===== config.mk =====
export PLATFORM = sky130hd
export DESIGN_NAME = property_sync_status_table
export DESIGN_NICKNAME = d
export VERILOG_FILES = /design/src/hw/rtl/pst_pkg.sv /design/src/hw/rtl/pst_update.sv /design/src/hw/rtl/property_sync_status_table.sv
export VERILOG_INCLUDE_DIRS = /design/src /design/src/hw/rtl
export SDC_FILE = /design/constraint.sdc
export NUM_CORES = 1
export LEC_CHECK = 0
export BUFFER_PORTS_ARGS = -buffer_cell sky130_fd_sc_hd__buf_2
export CAP_MARGIN = 20
export CELL_PAD_IN_SITES_DETAIL_PLACEMENT = 1
export CELL_PAD_IN_SITES_GLOBAL_PLACEMENT = 1
export CORE_AREA = 2 2 212 214
export DETAILED_ROUTE_END_ITERATION = 8
export DIE_AREA = 0 0 214 216
export GPL_TIMING_DRIVEN = 0
export PLACE_DENSITY = 0.79
export SKIP_LAST_GASP = 1
export SLEW_MARGIN = 0
export SYNTH_ARGS = -nofsm -noshare
export SYNTH_HDL_FRONTEND = slang
export SYNTH_SLANG_ARGS = --single-unit

===== constraint.sdc =====
create_clock -name clock -period 5.25 [get_ports clock]
set_clock_uncertainty 0.2 [all_clocks]
set_input_delay 0.2625 -clock clock [delete_from_list [all_inputs] [get_ports clock]]
set_output_delay 0.2625 -clock clock [all_outputs]
set_load 0.01 [all_outputs]

===== src/hw/rtl/property_sync_status_table_defines.svh =====
// Assertion macros for the property sync status table.
// Sampled on the block clock, disabled while the synchronous reset is high.
`ifndef PROPERTY_SYNC_STATUS_TABLE_DEFINES_SVH
`define PROPERTY_SYNC_STATUS_TABLE_DEFINES_SVH

`ifndef NO_ASSERTIONS
`define PST_ASSERT_IMPL(lbl, ante, cons, msg) \
   lbl: assert property (@(posedge clock) disable iff (reset) (ante) |-> (cons)) \
      else $error(msg);
`define PST_ASSERT_NEXT(lbl, ante, cons, msg) \
   lbl: assert property (@(posedge clock) disable iff (reset) (ante) |=> (cons)) \
      else $error(msg);
`else
`define PST_ASSERT_IMPL(lbl, ante, cons, msg)
`define PST_ASSERT_NEXT(lbl, ante, cons, msg)
`endif

`endif


===== src/hw/rtl/pst_pkg.sv =====
// Shared types and constants of the property sync status table.
// No dependencies; used by pst_update and property_sync_status_table.
`default_nettype none

package pst_pkg;

   localparam int IDX_W   = 4;
   localparam int VALUE_W = 16;
   localparam int TIME_W  = 32;

   // Status byte flags
   localparam logic [7:0] ST_PUSH      = 8'h10;
   localparam logic [7:0] ST_PULL      = 8'h20;
   localparam logic [7:0] ST_WAIT      = 8'h40;
   localparam logic [7:0] ST_FORCE     = 8'h80;
   localparam logic [7:0] ST_FLAG_MASK = 8'hF0;
   localparam logic [2:0] FAIL_MAX     = 3'd7;

   typedef logic [4:0] pcount_type;

   typedef enum logic [2:0] {
      CMD_WRITE      = 3'd0,
      CMD_READ       = 3'd1,
      CMD_INIT_PUSH  = 3'd2,
      CMD_CHECK      = 3'd3,
      CMD_SEND_FAIL  = 3'd4,
      CMD_SEND_OK    = 3'd5,
      CMD_NEEDS_PULL = 3'd6
   } cmd_type;

   typedef struct packed {
      logic [2:0]         command;
      logic [IDX_W-1:0]   index;
      logic [VALUE_W-1:0] write_value;
      logic               external;
      logic               is_rate;
      logic [TIME_W-1:0]  time_ms;
   } req_type;

   typedef struct packed {
      logic               value_we;
      logic [VALUE_W-1:0] value;
      logic [7:0]         status;
      logic               dirty;
      logic               request_update;
      logic               request_reschedule;
   } upd_type;

endpackage

`default_nettype wire


===== src/hw/rtl/pst_update.sv =====
// Per-command update of one table entry: new status, new value, result flags.
// Depends on pst_pkg.
`default_nettype none

module pst_update (
   input  pst_pkg::req_type req,
   input  logic [7:0]       cur_status,
   input  logic [15:0]      cur_value,
   output pst_pkg::upd_type upd
);
   import pst_pkg::*;

   logic [2:0] fail_cnt;
   logic [2:0] fail_next;
   logic       phase;
   logic       due;

   always_comb begin
      fail_cnt  = cur_status[3:1];
      fail_next = (fail_cnt == FAIL_MAX) ? FAIL_MAX : fail_cnt + 3'd1;
      phase     = ~req.time_ms[{fail_next, 1'b0}];

      // Due when push or pull pending and, after two or more failures, the
      // time bit picked by the failure count matches the stored phase.
      if ((cur_status & (ST_PUSH | ST_PULL)) == 8'h00) begin
         due = 1'b0;
      end else if (cur_status[3:2] == 2'b00) begin
         due = 1'b1;
      end else begin
         due = (cur_status[0] == req.time_ms[{cur_status[3:1], 1'b0}]);
      end

      upd.value_we           = 1'b0;
      upd.value              = cur_value;
      upd.status             = cur_status;
      upd.dirty              = 1'b0;
      upd.request_update     = 1'b0;
      upd.request_reschedule = 1'b0;

      case (cmd_type'(req.command))
         CMD_WRITE: begin
            if (req.external || (cur_value != req.write_value)) begin
               upd.value_we           = 1'b1;
               upd.value              = req.write_value;
               upd.status             = (cur_status | ST_PUSH) & ~(ST_PULL | ST_WAIT);
               upd.request_update     = req.external;
               upd.request_reschedule = req.is_rate;
            end
         end
         CMD_INIT_PUSH: begin
            if ((cur_status & (ST_PULL | ST_WAIT)) != 8'h00) begin
               upd.status = cur_status | ST_FORCE;
            end else begin
               upd.status = ST_PUSH | ST_FORCE;
            end
         end
         CMD_CHECK: begin
            upd.dirty = due;
         end
         CMD_SEND_FAIL: begin
            upd.status = (cur_status & ST_FLAG_MASK) | {4'h0, fail_next, phase};
         end
         CMD_SEND_OK: begin
            if ((cur_status & ST_PUSH) != 8'h00) begin
               upd.status = cur_status & ST_FLAG_MASK & ~(ST_PUSH | ST_FORCE);
            end else begin
               upd.status = (cur_status & ST_FLAG_MASK & ~ST_PULL) | ST_WAIT;
            end
         end
         CMD_NEEDS_PULL: begin
            upd.status = cur_status | ST_PULL;
         end
         default: begin
            // read and the unused code leave the entry as it is
         end
      endcase
   end

endmodule

`default_nettype wire


===== src/hw/rtl/property_sync_status_table.sv =====
// Property sync status table: top level with input and result registers.
// Depends on pst_pkg, pst_update and property_sync_status_table_defines.svh.
// Usage:
//   Request words (req_*) carry one command on one property: write, read,
//   init push, check due, send failed, send succeeded, needs pull. A word is
//   taken at a clock edge with req_valid high and req_stall low.
//   Result words (rsp_*) carry the error flag, the value and status byte of
//   the property after the command, and the dirty / update / reschedule
//   flags; a word leaves at an edge with rsp_valid high and rsp_stall low.
//   csr_wr_en / csr_wr_data write the property count (5 bits, reset 16);
//   indices at or above it, or at or above MAX_PROPERTIES, report not found
//   with all other result fields zero. Write it only while the block is idle.
// Timing:
//   A word passes the request register, then the result register. One word
//   per cycle unless rsp_stall holds a result; each word's read-modify-write
//   lands before the next word reads the entry.
// Reset: synchronous, active high. Clears the valid bits of both registers, every value and
//   status entry, and sets the property count to 16. No clearing pass.
// Backpressure: while rsp_stall holds a result, the request register holds
//   too; req_stall rises only once that register is full behind it.
`default_nettype none

`include "property_sync_status_table_defines.svh"

module property_sync_status_table #(
   parameter int MAX_PROPERTIES = 16
) (
   input  logic                clock,
   input  logic                reset,

   input  logic                req_valid,
   output logic                req_stall,
   input  logic [2:0]          req_command,
   input  logic [3:0]          req_property_index,
   input  logic signed [15:0]  req_write_value,
   input  logic                req_external,
   input  logic                req_is_rate_property,
   input  logic [31:0]         req_time_ms,

   output logic                rsp_valid,
   input  logic                rsp_stall,
   output logic                rsp_error,
   output logic signed [15:0]  rsp_read_value,
   output logic [7:0]          rsp_status_out,
   output logic                rsp_dirty,
   output logic                rsp_request_update,
   output logic                rsp_request_reschedule,

   input  logic                csr_wr_en,
   input  pst_pkg::pcount_type csr_wr_data
);
   import pst_pkg::*;

   // Only indices the 4-bit field can reach need storage.
   localparam int NumIdx = 1 << IDX_W;
   localparam int Depth  = (MAX_PROPERTIES < NumIdx) ? MAX_PROPERTIES : NumIdx;
   localparam int AddrW  = (Depth > 1) ? $clog2(Depth) : 1;

   // Property count register
   pcount_type pcount_ff;

   always_ff @(posedge clock) begin
      if (reset) begin
         pcount_ff <= pcount_type'(NumIdx);
      end else if (csr_wr_en) begin
         pcount_ff <= csr_wr_data;
      end
   end

   // Request register
   logic    s1_valid_ff;
   req_type s1_req_ff;
   logic    advance;

   // Result register drains or is empty: the request word moves on.
   assign advance   = !rsp_valid || !rsp_stall;
   assign req_stall = s1_valid_ff && !advance;

   always_ff @(posedge clock) begin
      if (reset) begin
         s1_valid_ff <= 1'b0;
      end else if (!req_stall) begin
         s1_valid_ff <= req_valid;
      end
   end

   always_ff @(posedge clock) begin
      if (req_valid && !req_stall) begin
         s1_req_ff.command     <= req_command;
         s1_req_ff.index       <= req_property_index;
         s1_req_ff.write_value <= req_write_value;
         s1_req_ff.external    <= req_external;
         s1_req_ff.is_rate     <= req_is_rate_property;
         s1_req_ff.time_ms     <= req_time_ms;
      end
   end

   // Entry lookup and bounds check
   logic [7:0]       status_ff [Depth];
   logic [15:0]      value_ff  [Depth];
   logic [AddrW-1:0] addr;
   logic             found;
   logic             fire;
   upd_type          upd;

   assign addr  = AddrW'(s1_req_ff.index);
   assign found = ({1'b0, s1_req_ff.index} < pcount_ff)
                  && (32'(s1_req_ff.index) < 32'(MAX_PROPERTIES));
   assign fire  = s1_valid_ff && advance;

   pst_update u_update (
      .req        (s1_req_ff),
      .cur_status (status_ff[addr]),
      .cur_value  (value_ff[addr]),
      .upd        (upd)
   );

   // Write back the entry as the word moves on; not-found words change nothing.
   always_ff @(posedge clock) begin
      if (reset) begin
         for (int i = 0; i < Depth; i++) begin
            status_ff[i] <= 8'h00;
            value_ff[i]  <= 16'h0000;
         end
      end else if (fire && found) begin
         status_ff[addr] <= upd.status;
         if (upd.value_we) begin
            value_ff[addr] <= upd.value;
         end
      end
   end

   // Result register
   logic    rsp_valid_ff;
   logic    rsp_error_ff;
   upd_type rsp_ff;
   upd_type rsp_in;

   always_comb begin
      rsp_in = upd;
      if (!found) begin
         rsp_in = '0;
      end
   end

   always_ff @(posedge clock) begin
      if (reset) begin
         rsp_valid_ff <= 1'b0;
      end else if (advance) begin
         rsp_valid_ff <= s1_valid_ff;
      end
   end

   always_ff @(posedge clock) begin
      if (fire) begin
         rsp_error_ff <= !found;
         rsp_ff       <= rsp_in;
      end
   end

   assign rsp_valid              = rsp_valid_ff;
   assign rsp_error              = rsp_error_ff;
   assign rsp_read_value         = $signed(rsp_ff.value);
   assign rsp_status_out         = rsp_ff.status;
   assign rsp_dirty              = rsp_ff.dirty;
   assign rsp_request_update     = rsp_ff.request_update;
   assign rsp_request_reschedule = rsp_ff.request_reschedule;

   // Checks
   `PST_ASSERT_IMPL(a_notfound_zero, rsp_valid && rsp_error,
      (rsp_read_value == 16'sd0) && (rsp_status_out == 8'h00) && !rsp_dirty
      && !rsp_request_update && !rsp_request_reschedule,
      "not-found result carries nonzero fields")
   `PST_ASSERT_IMPL(a_dirty_pending, rsp_valid && rsp_dirty,
      (rsp_status_out & (ST_PUSH | ST_PULL)) != 8'h00,
      "dirty reported without push or pull pending")
   `PST_ASSERT_IMPL(a_resched_push, rsp_valid && rsp_request_reschedule,
      rsp_status_out[4] && !rsp_status_out[5] && !rsp_status_out[6],
      "reschedule without a write taking effect")
   `PST_ASSERT_NEXT(a_stall_holds, req_stall,
      s1_valid_ff && rsp_valid,
      "request stalled without a held word ahead")

endmodule

`default_nettype wire


**After elaboration in Yosys (flattened, before gate mapping)**

Memory sizes are Yosys's and may differ from the RTL's. A register that Yosys moved wholly into a read port is not among the register bits.
Cells that the tools add are included.

- Register bits after elaboration: 75
- RAM bits: 384
- Bits of input ports: 67
- Output and inout bits: 30
- Word-level logic and storage cells: 80
- Memories: 2

Memory list:

| name | words | width | read ports | clocked after memory_dff | wr ports | RTL line | source |
|---|---|---|---|---|---|---|---|
| value_ff | 16 | 16 | 1 | 1 | 16 | property_sync_status_table.sv:100 | `logic [15:0] value_ff [Depth];` |
| status_ff | 16 | 8 | 1 | 1 | 16 | property_sync_status_table.sv:99 | `logic [7:0] status_ff [Depth];` |

- Add/subtract/negate cells: 1
- Order comparisons: 3
- Eq/ne operators: 8
- Muxes and demuxes: 28
- Bitwise gates (word level): 4
- Reduce and logical (&&, ||, !) cells: 19

Operator list:

| cell | number |
|---|---|
| $pmux 8 s5 | 1 |
| $mux 25 | 1 |
| $mux 17 | 1 |
| $mux 16 | 1 |
| $mux 4 | 4 |
| $mux 8 | 2 |
| $ne 16x16->1 | 1 |
| $reduce_or 16->1 | 1 |
| $mux 1 | 14 |
| $eq 3x3->1 const B | 4 |
| $lt 4x6->1 const B | 2 |
| $logic_not 8->1 | 1 |
| $or 8x4->8 | 1 |
| $reduce_bool 8->1 | 1 |
| $reduce_or 8->1 | 1 |
| $mux 7 | 1 |
| $bmux 1 s3 | 2 |
| $eq 3x2->1 const B | 2 |
| $logic_not 1->1 | 5 |
| $lt 4x5->1 | 1 |
| $logic_and 1x1->1 | 4 |
| $add 3x1->3 const B | 1 |
| $logic_not 3->1 | 1 |
| $mux 3 | 1 |
| other kinds (6) | 9 |

**Depth between registers and ports, before layout**

Gate-level depths: netlist (run 1).

- Depth after elaboration: 10
- Mapped depth: 16
- Mapped depth without buffers: 11

**Hierarchy**

Synthesis (run 1) repeated with hierarchy kept, for this count alone.

- Cell total of the unflattened synthesis: 1433
- Area total of the unflattened synthesis: 21714.6 um^2

Modules (own cells, without submodules):

| module | instances | cells an instance | area each (um^2) | sequential area each (um^2) |
|---|---|---|---|---|
| property_sync_status_table | 1 | 1331 | 20908.8 | 14303.7 |
| pst_update | 1 | 102 | 805.8 | 0.0 |

**Least setup slack after synthesis (run 1)**

OpenSTA, ideal clock, no wires.

- Path type: reg-to-reg
- From: register s1_valid_ff
- To: memory value_ff[1][0], enable pin
- Library setup time: 392 ps
- Arrival time: 4448 ps
- Data required time: 4658 ps
- Path slack: 210 ps
- Cell stages (with the launch flop): 6
- Buffers on the path: 0
- Clock period less this slack: 5040 ps
- Cells stage by stage: dfxtp_1 > a21boi_0 > nor2b_1 > nor4b_1 > nand3b_1 > o21bai_1

RTL lines:

| item | RTL line | source |
|---|---|---|
| start: declaration | property_sync_status_table.sv:71 | `logic s1_valid_ff;` |
| start signal: assignment | property_sync_status_table.sv:83 | `s1_valid_ff <= req_valid;` |
| end: declaration | property_sync_status_table.sv:100 |  |

==> results of run 1 <==
-- metrics by stage --
step           hold WS [ns]  worst slack, ns
6_report              0.186           0.0972
3_5_place_dp          0.241           -0.356
3_3_place_gp          0.242            -2.73
5_1_grt               0.190           0.0747
4_1_cts               0.167          -0.0119
2_1_floorplan         0.161            0.210
-- power breakdown --
part,internal [uW],switching (uW)
clock network,1860,1460
registers,4140,59.9
logic,383,680
total,6380,2200
-- state kept, by name (all words and copies together), names as in the netlist, named ones only --
signal                  cells
s1_req_ff                  29
rsp_valid                   1
rsp_read_value             16
value_ff                  256
rsp_request_update          1
status_ff                 128
rsp_error                   1
rsp_request_reschedule      1
rsp_status_out              8
s1_valid_ff                 1
rsp_dirty                   1
addr                        4
pcount_ff                   5
-- layout by cell type, fill, tap and decap left out, types with 8 or more instances in the layout --
cell           count
a21oi_1           28
buf_2            112
buf_8             13
clkbuf_1          74
clkbuf_16         49
clkinv_1           9
clkinv_2           9
dfxtp_1           11
dlygate4sd3_1     45
edfxtp_1         445
inv_1             15
mux2_2             9
mux2i_1           47
mux4_1             9
mux4_2            83
nand2_1           32
nand2b_1          26
nand3_1           22
nand3_2            8
nor2_1           417
o21ai_0           19
o21bai_2          12
or2_2             11
-- critical path, cell delays in order, from the launching register on --
cell and delay, ns:
dfxtp_1 0.30, buf_2 0.29, clkbuf_4 0.41, buf_2 0.45, clkinv_1 0.49, mux2_2 0.44
xnor2_1 0.41, nor4_4 0.09, nand4_2 0.19, buf_6 0.18, nand2_2 0.23, clkbuf_4 0.35
o21bai_2 0.57, buf_8 0.24
-- synth_stat cells, types with 4 or more instances --
| master | instances | share of area |
|---|---|---|
| edfxtp_1 | 445 | 0.65 |
| nor2_1 | 419 | 0.077 |
| mux4_2 | 83 | 0.091 |
| clkbuf_1 | 61 | 0.011 |
| mux2i_1 | 47 | 0.023 |
| buf_2 | 41 | 0.010 |
| nand2_1 | 33 | 0.0061 |
| a21oi_1 | 28 | 0.0069 |
| nand2b_1 | 26 | 0.0080 |
| nand3_1 | 22 | 0.0054 |
| o21ai_0 | 19 | 0.0046 |
| inv_1 | 16 | 0.0029 |
| o21bai_1 | 16 | 0.0059 |
| dfxtp_1 | 11 | 0.011 |
| or2_2 | 11 | 0.0034 |
| buf_1 | 9 | 0.0017 |
| buf_4 | 9 | 0.0033 |
| mux2_2 | 9 | 0.0050 |
| mux4_1 | 9 | 0.012 |
| nand3_2 | 8 | 0.0039 |
| a22oi_1 | 7 | 0.0026 |
| nand4_1 | 7 | 0.0021 |
| nor2b_1 | 7 | 0.0021 |
| or3_1 | 7 | 0.0021 |
| and3_1 | 6 | 0.0018 |
| and4_1 | 6 | 0.0026 |
| xnor2_1 | 6 | 0.0026 |
| a22o_1 | 5 | 0.0021 |
| nor3_1 | 5 | 0.0012 |
| xor2_1 | 5 | 0.0021 |
| a211o_1 | 4 | 0.0017 |
| buf_6 | 4 | 0.0022 |
| ha_1 | 4 | 0.0024 |
| nor4_1 | 4 | 0.0012 |
| o211ai_1 | 4 | 0.0015 |
| o22ai_1 | 4 | 0.0012 |
-- cell families (layout without fill, tap and decap cells) --
group,count (synthesis),count (layout),synth area share
buf+inv,144,363,0.0328
fa+ha+maj,4,4,0.00245
simple gates,579,579,0.125
compound gates,117,117,0.0402
xor+xnor,11,11,0.00471
mux,148,148,0.131
flops,456,456,0.664
-- worst min-delay path by stage --
| stage | startpoint | to | slack [ns] | cells past startpoint |
|---|---|---|---|---|
| 6_report | req_write_value[15] | s1_req_ff[49]$_DFFE_PP_ | 0.19 | 2 |
| 5_1_grt | req_write_value[14] | s1_req_ff[48]$_DFFE_PP_ | 0.19 | 2 |
| 4_1_cts | req_external | s1_req_ff[33]$_DFFE_PP_ | 0.17 | 2 |
| 3_5_place_dp | req_time_ms[6] | s1_req_ff[6]$_DFFE_PP_ | 0.24 | 1 |
| 3_3_place_gp | req_time_ms[10] | s1_req_ff[10]$_DFFE_PP_ | 0.24 | 1 |
| 2_1_floorplan | req_property_index[0] | addr[0]$_DFFE_PP_ | 0.16 | 0 |
-- timing repair --
action,4_1_cts,5_1_grt
resized for setup,16,10
hold buffers,45,0
endpoints found under the hold margin,49,0
endpoints found under the setup margin,238,141
-- cell type report --
cell class / instances / area [sq um]
buffer: 125 / 633
timing repair buffer: 134 / 1110
inverter: 19 / 71.3
tap: 592 / 741
fill: 4266 / 19900
sequential: 456 / 13600
clock inverter: 22 / 184
multi-input combinational: 859 / 6350
clock buffer: 63 / 1280
-- per-layer routing --
metal / vias up / track usage
li1: 5770 / -
met1: 7246 / 0.387
met2: 1016 / 0.496
met3: 176 / 0.0737
met4: 0 / 0.125
met5: - / 0
==> flow_summary.ini, run 1 <==
[synthesis]
ys_ff_latch = 456
synthDistinctLibCells = 69
ys_seq_area_frac = 0.664
avgSynthCellArea_sq_um = 14.0
synthesis.instances = 1459
yosysWarningCount = 0
synth-edff-count = 445
synth_flop_cell = edfxtp_1
syn-num-nets = 1530
synth-async-reset-ratio = 0
syn_area_sq_um = 20500

[grt]
grt_first_pass_wirelength_mm = 100
grt_pass1_vias = 14900
grt_use_total = 0.302
grt_max_degree = 38
antenna_found_initial = 0
grt_overflow_total = 0

[sta]
hold_viol_final = 0
min_period_ns = 5.15
slew_headroom = 0.344
tightest_slew_ns = 0.983
finalSetupTns_ns = 0
period_share = 0.981
fmax_mhz = 194
grt_setup_unrepaired = false
drv_slew = 0
setup_viol = 0

[run_status]
status = finished clean

[power_and_ir_drop]
powerDensity_nw_per_um2 = 358
peakVddDrop_v = 0.000247
finalPower_uw = 8580
leakage_uw = 0.00838

[critical_path]
start_kind = flip-flop
rr_worst_depth = 13
endpoint_kind = flip-flop
crit_type = reg -> reg
rrSetupSlack_ns = 0.1
r2r-end = value_ff[14][1]$_SDFFCE_PN0P_
worstPathRequired_ns = 5.34
timing.critical_path.fanout_max = 10
critPathCapture = value_ff[14][1]$_SDFFCE_PN0P_
cp.arrival_ns = 5.24

[detailed_routing]
drtPass1Iterations = 6
drt-met1-wl_mm = 25.4
wire_per_inst_um = 30.6
drt_iter0_drc = 1942
via_per_inst = 6.26
route.vias.total = 14200
wl_met2_mm = 33.4
wl_met3_mm = 8.00
drcViolationCount = 0
top_layer_used = met4
wl_mm = 69.4
detail-route-antenna-nets = 0

[finish]
area_delta_synth_final_pct = 17.1
stdcell_area_sq_um = 23900
antenna_cells = 0
final_util = 0.546
finalNonFillerCells = 2270
drive_gt1_frac = 0.213
fin_nets = 1714

[clocking]
path_clk_slew_ns = 0.06
postCtsSetupBuffers = 0
cts_max_level = 2
cts_tree = done
cts_buffers = 48
root_buffer = clkbuf_16
clk_latency_ns = 0.60
clock_sinks = 456
cts_max_path_buffers = 3

[floorplanning]
die_h_um = 216
dieArea_sq_um = 46200
core_area_sq_um = 43800
pin_count = 97
initial_utilization = 0.467
rows = 77
die_x_um = 214

[flow_run]
drv_cap = 0

[placement]
portBuffers = 71
placedCellCount = 2139
place_area_sq_um = 21900
dp_hpwl_mm = 47.5
gp_congestion = 0.878

[min_path]
hold_path_class = in -> reg
Power figures use the tool's default switching activity.
==> inputs of run 2 (changes only) <==
- RECOVER_POWER: default -> 50
==> run 2 against run 1 <==
The flow now finishes with violations (max-capacitance violations, max-slew violations); design area shrank 0.78%; wire length shrank 0.15%; non-clock buffer count is the same; worst hold slack gained 0.0053 ns; utilization shrank 0.43 points; count of clock-buffer cells in the layout is the same; sequential share of layout area grew 0.44 points; highest routed layer unchanged; global-route usage is the same.
==> flow_summary.ini, run 2 (synthesis gave the netlist of run 1 again) <==
[placement]
dp_hpwl_mm = 47.5
gp_congestion = 0.878
portBuffers = 71
place_area_sq_um = 21900
placedCellCount = 2139
preCtsSetupSlack_ns = -0.356

[grt]
grt_first_pass_wirelength_mm = 100
grt_overflow_total = 0
grt_max_degree = 38
grt_pass1_vias = 14900
grt_use_total = 0.302
antenna_found_initial = 0

[clocking]
cts_buffers = 48
path_clk_slew_ns = 0.06
postCtsSetupBuffers = 0
cts_max_level = 2
root_buffer = clkbuf_16
clk_latency_ns = 0.59
cts_max_path_buffers = 3
cts_tree = done
clock_sinks = 456

[sta]
grt_setup_unrepaired = false
setup_ws_ns = 0.0511
slew_headroom = -0.126
hold_viol_final = 0
tightest_slew_ns = 1.69
period_share = 0.990
min_period_ns = 5.20
hold_slack_ns = 0.191
fmax_mhz = 192
drv_slew = 62
setup_viol = 0

[power_and_ir_drop]
leakage_uw = 0.00823
powerDensity_nw_per_um2 = 359
peakVddDrop_v = 0.000246

[finish]
antenna_cells = 0
fin_nets = 1714
largest_reg_flops = 256
final_cell_mix = edfxtp_1, nor2_1, clkbuf_1, mux4_2, buf_2
n_fill_cell = 4299
top_register = value_ff
mostFrequentLayoutCell = edfxtp_1
finalNonFillerCells = 2270
top_regs = value_ff (256), status_ff (128), s1_req_ff (29)
stdcell_area_sq_um = 23800
area_delta_synth_final_pct = 16.2
final_util = 0.542
drive_gt1_frac = 0.176

[detailed_routing]
drt_iter0_drc = 2011
drtPass1Iterations = 5
drcViolationCount = 0
wl_mm = 69.3
via_per_inst = 6.28
wire_per_inst_um = 30.5
route.vias.total = 14300
detail-route-antenna-nets = 0

[critical_path]
start_kind = flip-flop
worstPathRequired_ns = 5.34
timing.critical_path.fanout_max = 10
endpoint_kind = flip-flop
crit_type = reg -> reg
cp.arrival_ns = 5.29
rrSetupSlack_ns = 0.05
rr_worst_depth = 12

[floorplanning]
die_x_um = 214
rows = 77
initial_utilization = 0.467
core_area_sq_um = 43800
pin_count = 97
dieArea_sq_um = 46200
die_h_um = 216

[min_path]
hold_path_class = in -> reg
worstHoldPathCells = 2

[flow_run]
drv_cap = 2

[run_status]
failed_checks = max-capacitance violations, max-slew violations
status = finished with violations
==> run 2: changes by cell type in the layout (fill, tap and decap cells not counted), sizes merged <==
cell	change
buf	-50
clkbuf	+50
==> run 2: worst paths after layout <==
kind,startpoint,to
setup reg to reg,flip-flop,value_ff[4][14]$_SDFFCE_PN0P_
hold reg to reg,s1_valid_ff$_SDFFE_PP0N_,rsp_valid$_SDFFE_PP0N_
hold / removal,req_time_ms[12],s1_req_ff[12]$_DFFE_PP_
setup / recovery,flip-flop,value_ff[4][14]$_SDFFCE_PN0P_
==> run 2: report_power, final <==
part           switching [uW]  internal, uW
Clock                    1440          1860
Sequential               59.5          4140
Combinational             674           370
Total                    2180          6360
==> run 2: worst max-delay path, stage by stage (launching register included) <==
cell      delay, ns
dfxtp_1        0.30
buf_2          0.28
clkbuf_4       0.40
buf_2          0.44
clkinv_1       0.50
mux2_1         0.50
xnor2_1        0.34
nor4_1         0.13
nand4_2        0.18
buf_6          0.18
nand2_2        0.22
o21bai_1       0.95
buf_8          0.26
==> run 2: metrics by stage <==
step	TNS, ns	power [uW]
floorplan	0	4840
global placement	-1243.07	5180
detailed placement	-37.41	5250
CTS	-0.0119	8520
global route	0	8720
finish	0	8540
==> run 2: timing repair <==
action | in CTS | in global routing
resized for setup | 16 | 10
hold buffers | 45 | 0
endpoints found under the hold margin | 49 | 0
setup endpoints to repair | 238 | 141
==> run 2: cell type report <==
type                       count  area (sq um)  share of cell area
clock inverter                22           184             0.00774
tap                          592           741              0.0312
timing repair buffer         134          1020              0.0431
clock buffer                  63          1280              0.0538
sequential                   456         13600               0.572
multi-input combinational    859          6260               0.263
buffer                       125           623              0.0262
inverter                      19          71.3             0.00300
==> run 2: per-layer routing <==
layer  track usage  vias up  routed length [um]  share of wire
met4         0.125        0                2940          0.042
met3        0.0737      200                8320           0.12
met1         0.387     7251               25000           0.36
li1              -     5765                   -              -
met2         0.496     1037               33100           0.48
met5             0        -                   0              0
